==> src/rtl/trs_pkg.sv <==
// Shared types and constants of the token ring station.
package trs_pkg;

  localparam int ID_BITS      = 16;
  localparam int PAYLOAD_BITS = 64;
  localparam int TTL_BITS     = 8;
  localparam int COUNT_BITS   = 32;
  localparam int ADDR_BITS    = 32;
  localparam int PORT_BITS    = 16;
  localparam int CFG_IDX_BITS = 8;
  localparam int CFG_DAT_BITS = 32;

  // Input item kinds
  localparam logic [1:0] KIND_FRAME  = 2'd0;
  localparam logic [1:0] KIND_SUBMIT = 2'd1;
  localparam logic [1:0] KIND_START  = 2'd2;

  // Frame types on the ring
  localparam logic [2:0] FT_JOIN     = 3'd0;
  localparam logic [2:0] FT_JOIN_ACK = 3'd1;
  localparam logic [2:0] FT_FREE     = 3'd2;
  localparam logic [2:0] FT_FULL     = 3'd3;
  localparam logic [2:0] FT_RETURN   = 3'd4;

  // Result events
  localparam logic [2:0] EV_NONE      = 3'd0;
  localparam logic [2:0] EV_FORWARD   = 3'd1;
  localparam logic [2:0] EV_DELIVER   = 3'd2;
  localparam logic [2:0] EV_CONFIRM   = 3'd3;
  localparam logic [2:0] EV_TTL_DROP  = 3'd4;
  localparam logic [2:0] EV_JOIN_ACK  = 3'd5;
  localparam logic [2:0] EV_BUSY      = 3'd6;
  localparam logic [2:0] EV_ACCEPTED  = 3'd7;

  // Configuration register indexes
  localparam logic [CFG_IDX_BITS-1:0] CFG_NODE_ID     = 8'd0;
  localparam logic [CFG_IDX_BITS-1:0] CFG_INITIAL_TTL = 8'd1;
  localparam logic [CFG_IDX_BITS-1:0] CFG_START_TOKEN = 8'd2;
  localparam logic [CFG_IDX_BITS-1:0] CFG_FIRST_ADDR  = 8'd3;
  localparam logic [CFG_IDX_BITS-1:0] CFG_FIRST_PORT  = 8'd4;

  typedef struct packed {
    logic [1:0]              kind;
    logic [2:0]              frame_type;
    logic [ID_BITS-1:0]      dest_id;
    logic [ID_BITS-1:0]      src_id;
    logic [PAYLOAD_BITS-1:0] payload;
    logic [COUNT_BITS-1:0]   pass_count;
    logic [TTL_BITS-1:0]     ttl_in;
    logic [ADDR_BITS-1:0]    join_addr;
    logic [PORT_BITS-1:0]    join_hop_port;
    logic [ADDR_BITS-1:0]    sender_addr;
    logic [PORT_BITS-1:0]    sender_port;
  } trs_in_t;

  typedef struct packed {
    logic [2:0]              event_res;
    logic [2:0]              out_type;
    logic [ID_BITS-1:0]      out_dest;
    logic [ID_BITS-1:0]      out_source;
    logic [PAYLOAD_BITS-1:0] out_payload;
    logic [COUNT_BITS-1:0]   out_count;
    logic [TTL_BITS-1:0]     out_ttl;
    logic [ADDR_BITS-1:0]    out_join_addr;
    logic [PORT_BITS-1:0]    out_join_port;
    logic [ADDR_BITS-1:0]    send_addr;
    logic [PORT_BITS-1:0]    send_port;
  } trs_out_t;

  typedef struct packed {
    logic [ID_BITS-1:0]   node_id;
    logic [TTL_BITS-1:0]  initial_ttl;
    logic                 start_with_token;
    logic [ADDR_BITS-1:0] first_next_addr;
    logic [PORT_BITS-1:0] first_next_port;
  } trs_cfg_t;

endpackage

==> src/rtl/trs_if.sv <==
// Handshake channel interfaces of the token ring station.
interface trs_in_if;
  import trs_pkg::*;
  logic    valid;
  logic    ready;
  trs_in_t data;
  modport source (output valid, output data, input ready);
  modport sink (input valid, input data, output ready);
endinterface

interface trs_out_if;
  import trs_pkg::*;
  logic     valid;
  logic     ready;
  trs_out_t data;
  modport source (output valid, output data, input ready);
  modport sink (input valid, input data, output ready);
endinterface

interface trs_cfg_if;
  import trs_pkg::*;
  logic                    valid;
  logic                    ready;
  logic [CFG_IDX_BITS-1:0] index;
  logic [CFG_DAT_BITS-1:0] data;
  modport source (output valid, output index, output data, input ready);
  modport sink (input valid, input index, input data, output ready);
endinterface

==> src/rtl/trs_cfg_regs.sv <==
// Configuration register file of the token ring station.
module trs_cfg_regs (
  input  logic              clk,
  input  logic              rst_n,
  trs_cfg_if.sink           cfg,
  output trs_pkg::trs_cfg_t cfg_o
);
  import trs_pkg::*;

  trs_cfg_t regs_r;

  assign cfg.ready = 1'b1;
  assign cfg_o     = regs_r;

  // Write the addressed register on a transfer; unknown indexes are dropped
  always_ff @(posedge clk) begin
    if (!rst_n) begin
      regs_r.node_id          <= '0;
      regs_r.initial_ttl      <= TTL_BITS'(3);
      regs_r.start_with_token <= 1'b0;
      regs_r.first_next_addr  <= '0;
      regs_r.first_next_port  <= '0;
    end else if (cfg.valid) begin
      unique case (cfg.index)
        CFG_NODE_ID:     regs_r.node_id          <= cfg.data[ID_BITS-1:0];
        CFG_INITIAL_TTL: regs_r.initial_ttl      <= cfg.data[TTL_BITS-1:0];
        CFG_START_TOKEN: regs_r.start_with_token <= cfg.data[0];
        CFG_FIRST_ADDR:  regs_r.first_next_addr  <= cfg.data[ADDR_BITS-1:0];
        CFG_FIRST_PORT:  regs_r.first_next_port  <= cfg.data[PORT_BITS-1:0];
        default: begin
        end
      endcase
    end
  end

endmodule

==> src/rtl/trs_station.sv <==
// Station state, token processing logic and result register.
module trs_station (
  input  logic              clk,
  input  logic              rst_n,
  input  trs_pkg::trs_cfg_t cfg_i,
  input  logic              item_valid,
  input  trs_pkg::trs_in_t  item,
  output logic              item_take,
  trs_out_if.source         out
);
  import trs_pkg::*;

  logic [ADDR_BITS-1:0]    next_addr_r, next_addr_nxt;
  logic [PORT_BITS-1:0]    next_port_r, next_port_nxt;
  logic                    pending_valid_r, pending_valid_nxt;
  logic [ID_BITS-1:0]      pending_dest_r, pending_dest_nxt;
  logic [PAYLOAD_BITS-1:0] pending_payload_r, pending_payload_nxt;
  logic                    holding_token_r, holding_token_nxt;
  logic                    injected_r, injected_nxt;
  logic                    out_valid_r;
  trs_out_t                out_data_r, res;
  logic [TTL_BITS-1:0]     ttl_dec;
  logic [COUNT_BITS-1:0]   cnt_inc;
  logic                    to_me, from_me;

  // Take an item whenever the result register is free or being drained
  assign item_take = item_valid && (!out_valid_r || out.ready);
  assign out.valid = out_valid_r;
  assign out.data  = out_data_r;

  assign to_me   = (item.dest_id == cfg_i.node_id);
  assign from_me = (item.src_id == cfg_i.node_id);
  assign ttl_dec = (item.ttl_in != '0) ? item.ttl_in - TTL_BITS'(1) : '0;
  assign cnt_inc = item.pass_count + COUNT_BITS'(1);

  // Process one item: next state and the frame to send
  always_comb begin
    next_addr_nxt       = next_addr_r;
    next_port_nxt       = next_port_r;
    pending_valid_nxt   = pending_valid_r;
    pending_dest_nxt    = pending_dest_r;
    pending_payload_nxt = pending_payload_r;
    holding_token_nxt   = holding_token_r;
    injected_nxt        = injected_r;
    res                 = '0;

    unique case (item.kind)
      KIND_SUBMIT: begin
        if (pending_valid_r) begin
          res.event_res = EV_BUSY;
        end else begin
          pending_valid_nxt   = 1'b1;
          pending_dest_nxt    = item.dest_id;
          pending_payload_nxt = item.payload;
          res.event_res       = EV_ACCEPTED;
        end
      end
      KIND_START: begin
        next_addr_nxt     = cfg_i.first_next_addr;
        next_port_nxt     = cfg_i.first_next_port;
        holding_token_nxt = cfg_i.start_with_token;
        injected_nxt      = 1'b0;
        res.event_res     = EV_FORWARD;
        res.out_type      = FT_JOIN;
        res.send_addr     = cfg_i.first_next_addr;
        res.send_port     = cfg_i.first_next_port;
      end
      KIND_FRAME: begin
        // Frame defaults: copy the arriving fields, send on to the next hop
        res.out_type      = item.frame_type;
        res.out_dest      = item.dest_id;
        res.out_source    = item.src_id;
        res.out_payload   = item.payload;
        res.out_count     = item.pass_count;
        res.out_ttl       = item.ttl_in;
        res.out_join_addr = item.join_addr;
        res.out_join_port = item.join_hop_port;
        res.send_addr     = next_addr_r;
        res.send_port     = next_port_r;
        res.event_res     = EV_FORWARD;
        unique case (item.frame_type)
          FT_JOIN: begin
            // Splice the new station in after this one
            res.out_type      = FT_JOIN_ACK;
            res.out_join_addr = next_addr_r;
            res.out_join_port = next_port_r;
            res.send_addr     = item.sender_addr;
            res.send_port     = item.sender_port;
            res.event_res     = EV_JOIN_ACK;
            next_addr_nxt     = item.sender_addr;
            next_port_nxt     = item.sender_port;
          end
          FT_JOIN_ACK: begin
            next_addr_nxt = item.join_addr;
            next_port_nxt = item.join_hop_port;
            res           = '0;
            if (holding_token_r && !injected_r) begin
              injected_nxt      = 1'b1;
              holding_token_nxt = 1'b0;
              res.event_res     = EV_FORWARD;
              res.out_type      = FT_FREE;
              res.send_addr     = item.join_addr;
              res.send_port     = item.join_hop_port;
            end
          end
          FT_FREE: begin
            // Load the pending message, if any, onto the free token and pass it on
            holding_token_nxt = 1'b0;
            res.out_count     = cnt_inc;
            if (pending_valid_r) begin
              pending_valid_nxt   = 1'b0;
              pending_dest_nxt    = '0;
              pending_payload_nxt = '0;
              res.out_type        = FT_FULL;
              res.out_dest        = pending_dest_r;
              res.out_source      = cfg_i.node_id;
              res.out_payload     = pending_payload_r;
              res.out_ttl         = cfg_i.initial_ttl;
            end
          end
          FT_FULL: begin
            // Deliver first, then age the message at its sender
            holding_token_nxt = 1'b0;
            res.out_count     = cnt_inc;
            if (to_me) begin
              res.out_dest  = '0;
              res.out_type  = FT_RETURN;
              res.event_res = EV_DELIVER;
            end
            if (from_me) begin
              res.out_ttl = ttl_dec;
              if (ttl_dec == '0) begin
                res.out_dest    = '0;
                res.out_payload = '0;
                res.out_source  = '0;
                res.out_type    = FT_FREE;
                res.event_res   = EV_TTL_DROP;
              end
            end
          end
          FT_RETURN: begin
            // Confirm delivery back at the sender and free the token
            holding_token_nxt = 1'b0;
            if (from_me) begin
              res.out_source = '0;
              res.out_count  = cnt_inc;
              res.out_type   = FT_FREE;
              res.event_res  = EV_CONFIRM;
            end
          end
          default: begin
            res = '0;
          end
        endcase
      end
      default: begin
      end
    endcase
  end

  // Update station state on each taken item
  always_ff @(posedge clk) begin
    if (!rst_n) begin
      next_addr_r       <= '0;
      next_port_r       <= '0;
      pending_valid_r   <= 1'b0;
      pending_dest_r    <= '0;
      pending_payload_r <= '0;
      holding_token_r   <= 1'b0;
      injected_r        <= 1'b0;
    end else if (item_take) begin
      next_addr_r       <= next_addr_nxt;
      next_port_r       <= next_port_nxt;
      pending_valid_r   <= pending_valid_nxt;
      pending_dest_r    <= pending_dest_nxt;
      pending_payload_r <= pending_payload_nxt;
      holding_token_r   <= holding_token_nxt;
      injected_r        <= injected_nxt;
    end
  end

  // Result register: load on take, drop on transfer
  always_ff @(posedge clk) begin
    if (!rst_n) begin
      out_valid_r <= 1'b0;
    end else if (item_take) begin
      out_valid_r <= 1'b1;
    end else if (out.ready) begin
      out_valid_r <= 1'b0;
    end
  end

  always_ff @(posedge clk) begin
    if (item_take) begin
      out_data_r <= res;
    end
  end

endmodule

==> src/rtl/token_ring_station_step.sv <==
// Top level of one token ring station: input register, station logic, config.
//
// Channels: in_ch carries arriving frames, local message submissions and the
// start command; out_ch carries exactly one result per accepted item, which
// describes the frame sent (or event 0, busy or accepted with zero fields);
// cfg_ch writes the station id, initial TTL, start flag and first next hop.
// Config writes are taken in every cycle and must happen while the block is idle.
//
// Path: each accepted item passes through the input register, then is processed
// into the result register.
// Throughput: one item per cycle unless out_ch stalls; the station state is read
// and updated in the same cycle, so each item sees the state the prior one left.
//
// Reset clears the config registers to their defaults, empties both registers
// and clears the station state (next hop, pending slot, token flags).
// When out_ch stalls, the result register holds; the input register, if empty,
// still takes one more item, then in_ch.ready drops until the result is taken.
module token_ring_station_step (
  input logic       clk,
  input logic       rst_n,
  trs_in_if.sink    in_ch,
  trs_out_if.source out_ch,
  trs_cfg_if.sink   cfg_ch
);
  import trs_pkg::*;

  trs_cfg_t cfg;
  logic     in_valid_r;
  trs_in_t  in_data_r;
  logic     item_take;

  trs_cfg_regs u_cfg (
    .clk   (clk),
    .rst_n (rst_n),
    .cfg   (cfg_ch),
    .cfg_o (cfg)
  );

  // Accept a new item when the input register is empty or moving on
  assign in_ch.ready = !in_valid_r || item_take;

  always_ff @(posedge clk) begin
    if (!rst_n) begin
      in_valid_r <= 1'b0;
    end else if (in_ch.ready) begin
      in_valid_r <= in_ch.valid;
    end
  end

  always_ff @(posedge clk) begin
    if (in_ch.valid && in_ch.ready) begin
      in_data_r <= in_ch.data;
    end
  end

  trs_station u_station (
    .clk        (clk),
    .rst_n      (rst_n),
    .cfg_i      (cfg),
    .item_valid (in_valid_r),
    .item       (in_data_r),
    .item_take  (item_take),
    .out        (out_ch)
  );

endmodule
==> src/flat_wrapper.sv <==
// flat-port wrapper written by rule: the top's interface ports become plain ports
module token_ring_station_step_flat import trs_pkg::*;
  (clk, rst_n, in_ch_valid, in_ch_data, in_ch_ready, out_ch_valid, out_ch_data, out_ch_ready, cfg_ch_valid, cfg_ch_index, cfg_ch_data, cfg_ch_ready);
  trs_in_if in_ch_i ();
  trs_out_if out_ch_i ();
  trs_cfg_if cfg_ch_i ();
  input logic clk;
  input logic rst_n;
  input wire logic [$bits(in_ch_i.valid)-1:0] in_ch_valid;
  input wire logic [$bits(in_ch_i.data)-1:0] in_ch_data;
  output wire logic [$bits(in_ch_i.ready)-1:0] in_ch_ready;
  output wire logic [$bits(out_ch_i.valid)-1:0] out_ch_valid;
  output wire logic [$bits(out_ch_i.data)-1:0] out_ch_data;
  input wire logic [$bits(out_ch_i.ready)-1:0] out_ch_ready;
  input wire logic [$bits(cfg_ch_i.valid)-1:0] cfg_ch_valid;
  input wire logic [$bits(cfg_ch_i.index)-1:0] cfg_ch_index;
  input wire logic [$bits(cfg_ch_i.data)-1:0] cfg_ch_data;
  output wire logic [$bits(cfg_ch_i.ready)-1:0] cfg_ch_ready;
  assign in_ch_i.valid = in_ch_valid;
  assign in_ch_i.data = in_ch_data;
  assign in_ch_ready = in_ch_i.ready;
  assign out_ch_valid = out_ch_i.valid;
  assign out_ch_data = out_ch_i.data;
  assign out_ch_i.ready = out_ch_ready;
  assign cfg_ch_i.valid = cfg_ch_valid;
  assign cfg_ch_i.index = cfg_ch_index;
  assign cfg_ch_i.data = cfg_ch_data;
  assign cfg_ch_ready = cfg_ch_i.ready;
  token_ring_station_step u_core (.clk(clk), .rst_n(rst_n), .in_ch(in_ch_i), .out_ch(out_ch_i), .cfg_ch(cfg_ch_i));
endmodule
==> config.mk <==
export PLATFORM = sky130hd
export DESIGN_NAME = token_ring_station_step_flat
export DESIGN_NICKNAME = d
export VERILOG_FILES = /design/src/rtl/trs_pkg.sv /design/src/rtl/trs_if.sv /design/src/rtl/trs_cfg_regs.sv /design/src/rtl/trs_station.sv /design/src/rtl/token_ring_station_step.sv /design/src/flat_wrapper.sv
export SDC_FILE = /design/constraint.sdc
export NUM_CORES = 1
export LEC_CHECK = 0
export BUFFER_PORTS_ARGS = -buffer_cell sky130_fd_sc_hd__buf_4
export CAP_MARGIN = 15
export CORE_ASPECT_RATIO = 1.5
export CORE_MARGIN = 2
export CORE_UTILIZATION = 55
export DETAILED_ROUTE_END_ITERATION = 12
export HOLD_SLACK_MARGIN = 0.08
export PLACE_DENSITY_LB_ADDON = 0.2
export SYNTH_ARGS = -nofsm -noshare
export SYNTH_HDL_FRONTEND = slang
export SYNTH_SLANG_ARGS = --single-unit
==> constraint.sdc <==
create_clock -name clk -period 8.72 [get_ports clk]
set_clock_uncertainty 0.15 [all_clocks]
set_input_delay 0.872 -clock clk [delete_from_list [all_inputs] [get_ports clk]]
set_output_delay 0.872 -clock clk [all_outputs]
set_load 0.02 [all_outputs]
==> implementation parameters, run 1 <==
Parameter                              Value

Clock network
  Hold bufs inserted after CTS    0
  Clock latency reported for the late side of the worst-skew pair    roughly 0.64 ns
  TritonCTS clock tree    built
  H-tree levels    2
  Number of buffers created by CTS    61
  Number of setup buffers added after CTS    0
  Clock sink count    around 680
  Quantity of gates resized following cts    0
  Master cell of the clock root buffer    sky130_fd_sc_hd__clkbuf_16
  Clock tree buffer depth    3
  Clock transition at the register clock pins on the worst setup and hold paths after CTS    0.07 ns

STA
  Worst Setup Slack, final    between 4 and 5 ns
  Final sum of negative setup slack    0 ns
  Measured slew at the worst slew-check pin    1.14 ns
  Worst slack on hold paths    0.254 ns
  Final number of setup-violating endpoints    0
  Number of failing hold endpoints at the final stage    0
  Part of the cycle the worst path needs    0.459
  Tmin final    about 4 ns
  Number of max-slew violations in the final report    0
  Max frequency    250 MHz
  Slew Limit Headroom    0.243
  Setup repair after global routing missed its margin    no

Global route
  First-pass GRT wire length    122,000 µm
  GRT Overall Usage    0.310
  Vias in the first global route    around 21,000
  Grt ovf    0
  Maximum number of pins on one net before global-route repair    124
  Initial antenna violation count    3

Die
  Number of standard-cell rows in the floorplan    100
  Die Area    between 0.05 and 0.06 mm²
  Die span in x    roughly 190 µm
  Chip height    around 280 µm
  Placeable core area    approximately 0.049 mm²
  Starting Density    0.554
  Count of pins on the block boundary    between 500 and 600

Yosys
  Yosys reg bits    around 680
  Syn avg cell area    12.0 µm²
  Share of synthesized registers carrying an async set or reset    0
  Sequential cell area fraction in the yosys report    0.671
  Top cells by area, synth    sky130_fd_sc_hd__edfxtp_1, sky130_fd_sc_hd__dfxtp_1, sky130_fd_sc_hd__nand2_1, sky130_fd_sc_hd__a21oi_1, sky130_fd_sc_hd__mux2i_1
  Post-synthesis instance total    2,292
  Leading area contributor after synthesis    sky130_fd_sc_hd__edfxtp_1
  Area share of the largest cell type after synthesis    0.521
  Number of enable-type register cells in the synthesized netlist    475
  Yosys warning count    0
  Most used DFF post-synth    sky130_fd_sc_hd__edfxtp_1
  Number of nets in the synthesized netlist    about 2,600
  Post-synth design cell area    between 0.02 and 0.03 mm²
  Distinct cells, synth    between 60 and 70

Setup path
  Depth of the worst register-to-register path    6
  Worst reg2reg setup slack    approximately 4.7 ns
  Data required time at the worst endpoint    9.01 ns
  Origin of the worst setup path    u_core.in_data_r[236]
  Crit path max fanout    24
  Classification of the worst setup path    register to register
  End of the worst register-to-register path    u_core.u_station.out.data[126]
  Startpoint Class    register
  Capture point of the critical path    u_core.u_station.out.data[126]
  Launch instance of the worst register-to-register path    u_core.in_data_r[236]
  CP Data Arrival Time    4.29 ns
  Kind of end point of the critical path    register

Route
  Drt pass-1 iters    10
  Vias per std cell    roughly 6
  WL final    81,700 µm
  Via total after detailed routing    about 21,000
  Detailed Route Iter0 Violations    between 2,000 and 2,500
  Routed Antenna Nets    0
  Number of remaining DRC errors    0
  Wire per inst    around 24 µm

Layout
  Utilization of the core after routing    0.684
  Non-Filler Instances    roughly 3,400
  Number of nets in the finished design    3,008
  Area of all placed cells without fillers    approximately 0.034 mm²
  Area growth, synth to finish    23.4%
  Share of cells above drive strength 1    0.246

Power and ir drop
  Power per Cell Area    209 mW/mm²
  Leakage power figure    11.8 nW
  Peak supply drop    0.000175 V
  Final total power    approximately 7.1 mW

Placed design
  Worst slack at placement    about 4.8 ns
  Number of buffers added on ports    521
  Number of cells after detailed placement    between 3,000 and 4,000
  DP HPWL    52,800 µm
  Gpl congestion    0.937
  Placement Cell Area    approximately 0.032 mm²

Status
  Status    finished clean

Job
  Number of max-cap violations    0

Worst hold path
  Hold WC Path Type    input pin to register
state kept, by name (all words and copies together), names as in the netlist:
register                            flops
u_core.u_station.out.data             238
u_core.in_data_r                      237
u_core.u_cfg.cfg_o                     73
u_core.u_station.pending_payload_r     64
u_core.u_station.next_addr_r           32
u_core.u_station.next_port_r           16
u_core.u_station.pending_dest_r        16
u_core.in_valid_r                       1
u_core.u_station.holding_token_r        1
u_core.u_station.injected_r             1
u_core.u_station.out.valid              1
u_core.u_station.pending_valid_r        1
critical path: stages, from the launching register on:
cell and delay (ns):
sky130_fd_sc_hd__edfxtp_1 0.56, sky130_fd_sc_hd__or2_1 0.66, sky130_fd_sc_hd__a21oi_2 0.80, sky130_fd_sc_hd__nand2_1 0.22, sky130_fd_sc_hd__o21ai_1 0.90, sky130_fd_sc_hd__nand2_1 0.22, sky130_fd_sc_hd__o31ai_1 0.28
cell usage in the layout, fill, tap and decap left out, drive strengths merged, types with 48 or more instances in the layout:
cell,instances
edfxtp,475
dfxtp,206
nand2,334
o21ai,150
clkbuf,82
a21oi,200
buf,548
mux2i,94
o211ai,56
nor2,187
a22oi,115
a222oi,48
cells by family (layout without fill, tap and decap cells):
family,count (synthesis),after routing,synth area share
flops,681,681,0.671
compound gates,651,651,0.153
simple gates,641,641,0.101
buf+inv,186,671,0.0281
mux,94,94,0.0343
xor+xnor,36,36,0.0115
fa+ha+maj,2,2,0.000913
other cells,1,5,0.000137
routing by layer:
metal | track usage | vias up | wire (µm)
li1 | - | 9425 | -
met4 | 0.181 | 0 | 5220
met5 | 0 | - | 0
met2 | 0.519 | 1338 | 40600
met3 | 0.0805 | 253 | 8670
met1 | 0.355 | 10209 | 27200
cell type report:
cell class	instances	area (µm²)
antenna	4	10.0
clock buffer	82	1690
clock inverter	34	400
fill	3474	15600
inverter	7	41.3
multi-input combinational	1425	8320
sequential	681	18400
tap	663	830
timing repair buffer	548	4130
worst min path at each step:
| stage | from | endpoint | slack, ns | cells past startpoint |
|---|---|---|---|---|
| floorplan | u_core.u_station.pending_payload_r[23] | u_core.u_station.pending_payload_r[23] | 0.28 | 2 |
| global placement | u_core.u_station.pending_payload_r[63] | u_core.u_station.pending_payload_r[63] | 0.29 | 2 |
| detailed placement | u_core.u_station.pending_payload_r[23] | u_core.u_station.pending_payload_r[23] | 0.29 | 2 |
| CTS | in_ch_data[153] | u_core.in_data_r[153] | 0.23 | 1 |
| global route | in_ch_data[153] | u_core.in_data_r[153] | 0.23 | 1 |
| finish | in_ch_data[175] | u_core.in_data_r[175] | 0.25 | 1 |
power breakdown:
part,internal [mW],switching [mW],total (mW)
combinational,0.220,0.359,0.579
sequential,3.61,0.0909,3.70
clock,1.60,1.20,2.80
cells in the mapped netlist (all sizes together), types with 2 or more instances:
library cell  number
ha                 2
o22ai              9
or4b               2
a22oi            115
and3               9
nor2             187
or4                2
o311ai             6
or3b               4
edfxtp           475
inv                6
nand2b             6
nor2b              5
a222oi            48
xor2              33
a211oi             3
o211ai            56
xnor2              3
and4               4
nand4              6
nor3               6
buf               30
a21oi            200
nand2            334
nand3b             2
nor4              16
nand3             37
a22o              33
and2               8
mux2i             94
or2                3
o31ai             13
o21ai            150
clkbuf           149
a31oi              7
or3                4
o21a               3
dfxtp            206
No activity file was read; power rests on OpenSTA's default activity.
==> inputs of run 2 (changes only) <==
- CORE_UTILIZATION: 55 -> 50
- clock period: 8.72 -> 3.4 ns (I/O delays scaled with it)
==> run 2 against run 1 <==
Against the previous run: sequential share of layout area shrank 4.7 points; register-to-register slack lost 4.4 ns; power grew to 2.6 times the previous value; final cell count grew 9.8%; sequential power grew to 2.6 times the previous value; largest cell class unchanged; critical path depth grew 1; hold slack lost 0.11 ns; die area grew 9.8%; fmax grew 31%.
==> implementation parameters, run 2 (synthesis results as in run 1) <==
Parameter                              Value

Status
  Status    finished clean (unchanged)

Setup path
  Crit path max fanout    17 (was 24)
  Launch instance of the worst register-to-register path    u_core.in_data_r[210] (was u_core.in_data_r[236])
  End of the worst register-to-register path    u_core.u_station.out.data[226] (was u_core.u_station.out.data[126])
  Slowest-stage cell, CP    sky130_fd_sc_hd__nor4_1 (was sky130_fd_sc_hd__o21ai_1)
  Startpoint Class    register (unchanged)
  CP Data Arrival Time    3.24 ns (was 4.29 ns)
  Data required time at the worst endpoint    3.59 ns (was 9.01 ns)
  Crit path buf inv count    1 (was 0)
  Depth of the worst register-to-register path    7 (was 6)
  Kind of end point of the critical path    register (unchanged)
  Classification of the worst setup path    register to register (unchanged)
  Cell Chain, Critical Path    xor2_1 -> nor4_1 -> nand4_1 -> buf_4 -> o311ai_2 -> o21ai_2 -> a22o_1 (was or2_1 -> a21oi_2 -> nand2_1 -> o21ai_1 -> nand2_1 -> o31ai_1)
  Cell family contributing the most delay on the critical path    compound AO/OA/AOI/OAI gates (unchanged)
  Max incr delay on CP    0.61 ns (was 0.90 ns)
  Worst reg2reg setup slack    0.35 ns (was 4.72 ns)

Global route
  GRT Overall Usage    0.302 (was 0.310)
  Vias in the first global route    22,658 (was 21,162)
  First-pass GRT wire length    132,000 µm (was 122,000 µm)
  Maximum number of pins on one net before global-route repair    118 (was 124)
  Grt ovf    0 (unchanged)
  Initial antenna violation count    9 (was 3)

STA
  Part of the cycle the worst path needs    0.897 (was 0.459)
  Setup repair after global routing missed its margin    no (unchanged)
  Final number of setup-violating endpoints    0 (unchanged)
  Number of max-slew violations in the final report    0 (unchanged)
  Worst Setup Slack, final    0.350 ns (was 4.72 ns)
  Worst slack on hold paths    0.148 ns (was 0.254 ns)
  Tmin final    3.05 ns (was 4.00 ns)
  Final sum of negative setup slack    0 ns (unchanged)
  Measured slew at the worst slew-check pin    1.25 ns (was 1.14 ns)
  Number of failing hold endpoints at the final stage    0 (unchanged)
  Slew Limit Headroom    0.164 (was 0.243)
  Max frequency    328 MHz (was 250 MHz)

Route
  Number of remaining DRC errors    0 (unchanged)
  Vias per std cell    5.90 (was 6.16)
  Detailed Route Iter0 Violations    2,018 (was 2,114)
  Wire per inst    23.2 µm (was 23.7 µm)
  Met2 wire len    43,800 µm (was 40,600 µm)
  Via total after detailed routing    22,293 (was 21,225)
  Wire length on met1    31,600 µm (was 27,200 µm)
  Detail Route met3 WL    7520 µm (was 8670 µm)
  Drt pass-1 iters    9 (was 10)
  Top metal layer carrying routed signals    met4 (unchanged)
  WL final    87,800 µm (was 81,700 µm)
  Routed Antenna Nets    0 (unchanged)

Die
  Starting Density    0.504 (was 0.554)
  Die span in x    195 µm (was 186 µm)
  Placeable core area    0.0544 mm² (was 0.0494 mm²)
  Die Area    0.0567 mm² (was 0.0517 mm²)
  Chip height    291 µm (was 277 µm)
  Number of standard-cell rows in the floorplan    105 (was 100)
  Count of pins on the block boundary    523 (unchanged)

Layout
  Non-Filler Instances    3,780 (was 3,444)
  Most frequent cells in the layout    sky130_fd_sc_hd__buf_4, sky130_fd_sc_hd__edfxtp_1, sky130_fd_sc_hd__nand2_1 (unchanged)
  Share of cells above drive strength 1    0.227 (was 0.246)
  Area growth, synth to finish    35.0% (was 23.4%)
  Register Area    0.0184 mm² (about the same)
  Fill cell instance count of the final layout    3,900 (was 3,474)
  Utilization of the core after routing    0.680 (was 0.684)
  Area of all placed cells without fillers    0.0370 mm² (was 0.0338 mm²)
  Area of the multi-input gates    0.00835 mm² (was 0.00832 mm²)
  Number of nets in the finished design    3,306 (was 3,008)
  Most common cell after layout, fill and taps aside    sky130_fd_sc_hd__buf_4 (unchanged)
  Largest register FFs    238 (unchanged)

Clock network
  TritonCTS clock tree    built (unchanged)
  Master cell of the clock root buffer    sky130_fd_sc_hd__clkbuf_16 (unchanged)
  Clock latency reported for the late side of the worst-skew pair    0.60 ns (was 0.64 ns)
  Number of buffers created by CTS    66 (was 61)
  H-tree levels    3 (was 2)
  Clock tree buffer depth    3 (unchanged)
  Number of setup buffers added after CTS    0 (unchanged)
  Clock transition at the register clock pins on the worst setup and hold paths after CTS    0.06 ns (was 0.07 ns)
  Clock sink count    681 (unchanged)

Worst hold path
  Worst Hold End    u_core.u_cfg.cfg_o[48] (was u_core.in_data_r[175])
  Worst Hold Launch    cfg_ch_index[2] (was in_ch_data[175])
  Worst hold path stage count    5 (was 1)
  Hold WC Path Type    input pin to register (unchanged)

Power and ir drop
  Final total power    18.6 mW (was 7.08 mW)
  Peak supply drop    0.000403 V (was 0.000175 V)
  Leakage power figure    13.1 nW (was 11.8 nW)
  Power per Cell Area    502 mW/mm² (was 209 mW/mm²)

Job
  Number of max-cap violations    0 (unchanged)

Placed design
  Placement Cell Area    0.0321 mm² (was 0.0317 mm²)
  Number of cells after detailed placement    3,375 (was 3,324)
  Worst slack at placement    0.351 ns (was 4.77 ns)
  Gpl congestion    0.892 (was 0.937)
  Number of buffers added on ports    521 (unchanged)
  DP HPWL    55,700 µm (was 52,800 µm)
run 2: cell count changes in the layout (fill, tap and decap cells not counted), moves of 2 or more:
cell and delta:
sky130_fd_sc_hd__clkinv_8 -2, sky130_fd_sc_hd__bufinv_16 -7, sky130_fd_sc_hd__buf_12 +14, sky130_fd_sc_hd__diode_2 +7, sky130_fd_sc_hd__clkbuf_1 +11, sky130_fd_sc_hd__clkbuf_8 +5
sky130_fd_sc_hd__clkinv_2 -10, sky130_fd_sc_hd__dlygate4sd3_1 +274, sky130_fd_sc_hd__buf_4 +5, sky130_fd_sc_hd__clkbuf_16 +9
run 2: area by class of cell:
cell class | instances | area share
antenna | 11 | 0.000744
clock buffer | 107 | 0.0547
clock inverter | 13 | 0.00257
inverter | 7 | 0.00102
multi-input combinational | 1425 | 0.226
sequential | 681 | 0.497
tap | 695 | 0.0235
timing repair buffer | 841 | 0.194
run 2: worst register-to-register path, cell delays in order (launching register included):
cell and delay (ns):
sky130_fd_sc_hd__edfxtp_1 0.42, sky130_fd_sc_hd__xor2_1 0.17, sky130_fd_sc_hd__nor4_1 0.61, sky130_fd_sc_hd__nand4_1 0.19, sky130_fd_sc_hd__buf_4 0.25, sky130_fd_sc_hd__o311ai_2 0.40
sky130_fd_sc_hd__o21ai_2 0.31, sky130_fd_sc_hd__a22o_1 0.30
run 2: layer usage:
layer / vias up / track usage
met4: 0 / 0.173
met2: 1190 / 0.515
met5: - / 0
met1: 10833 / 0.351
met3: 245 / 0.0673
li1: 10025 / -
run 2: power by group:
group | leakage [nW] | switching, mW | total [mW] | internal [mW]
logic | 5.94 | 1.00 | 1.81 | 0.802
registers | 6.10 | 0.224 | 9.47 | 9.25
clock network | 1.04 | 3.12 | 7.28 | 4.16
total | 13.1 | 4.35 | 18.6 | 14.2
run 2: worst max path at each step:
stage | start | end | slack (ns) | cells past startpoint
after global routing | u_core.in_data_r[96] | u_core.u_station.out.data[224] | 0.21 | 8
final | u_core.in_data_r[210] | u_core.u_station.out.data[226] | 0.35 | 7
after CTS | u_core.in_data_r[210] | u_core.u_station.out.data[226] | 0.34 | 7
after global placement | u_core.in_data_r[210] | u_core.u_station.out.data[221] | 0.36 | 7
after floorplan | u_core.u_station.out.valid | u_core.u_station.out.data[0] | -1.39 | 3
after detailed placement | u_core.in_data_r[210] | u_core.u_station.out.data[226] | 0.35 | 7
run 2: timing repair:
action / CTS / global route
hold buffers: 274 / 0
resized for setup: 0 / 0
endpoints found under the hold margin: 309 / 0
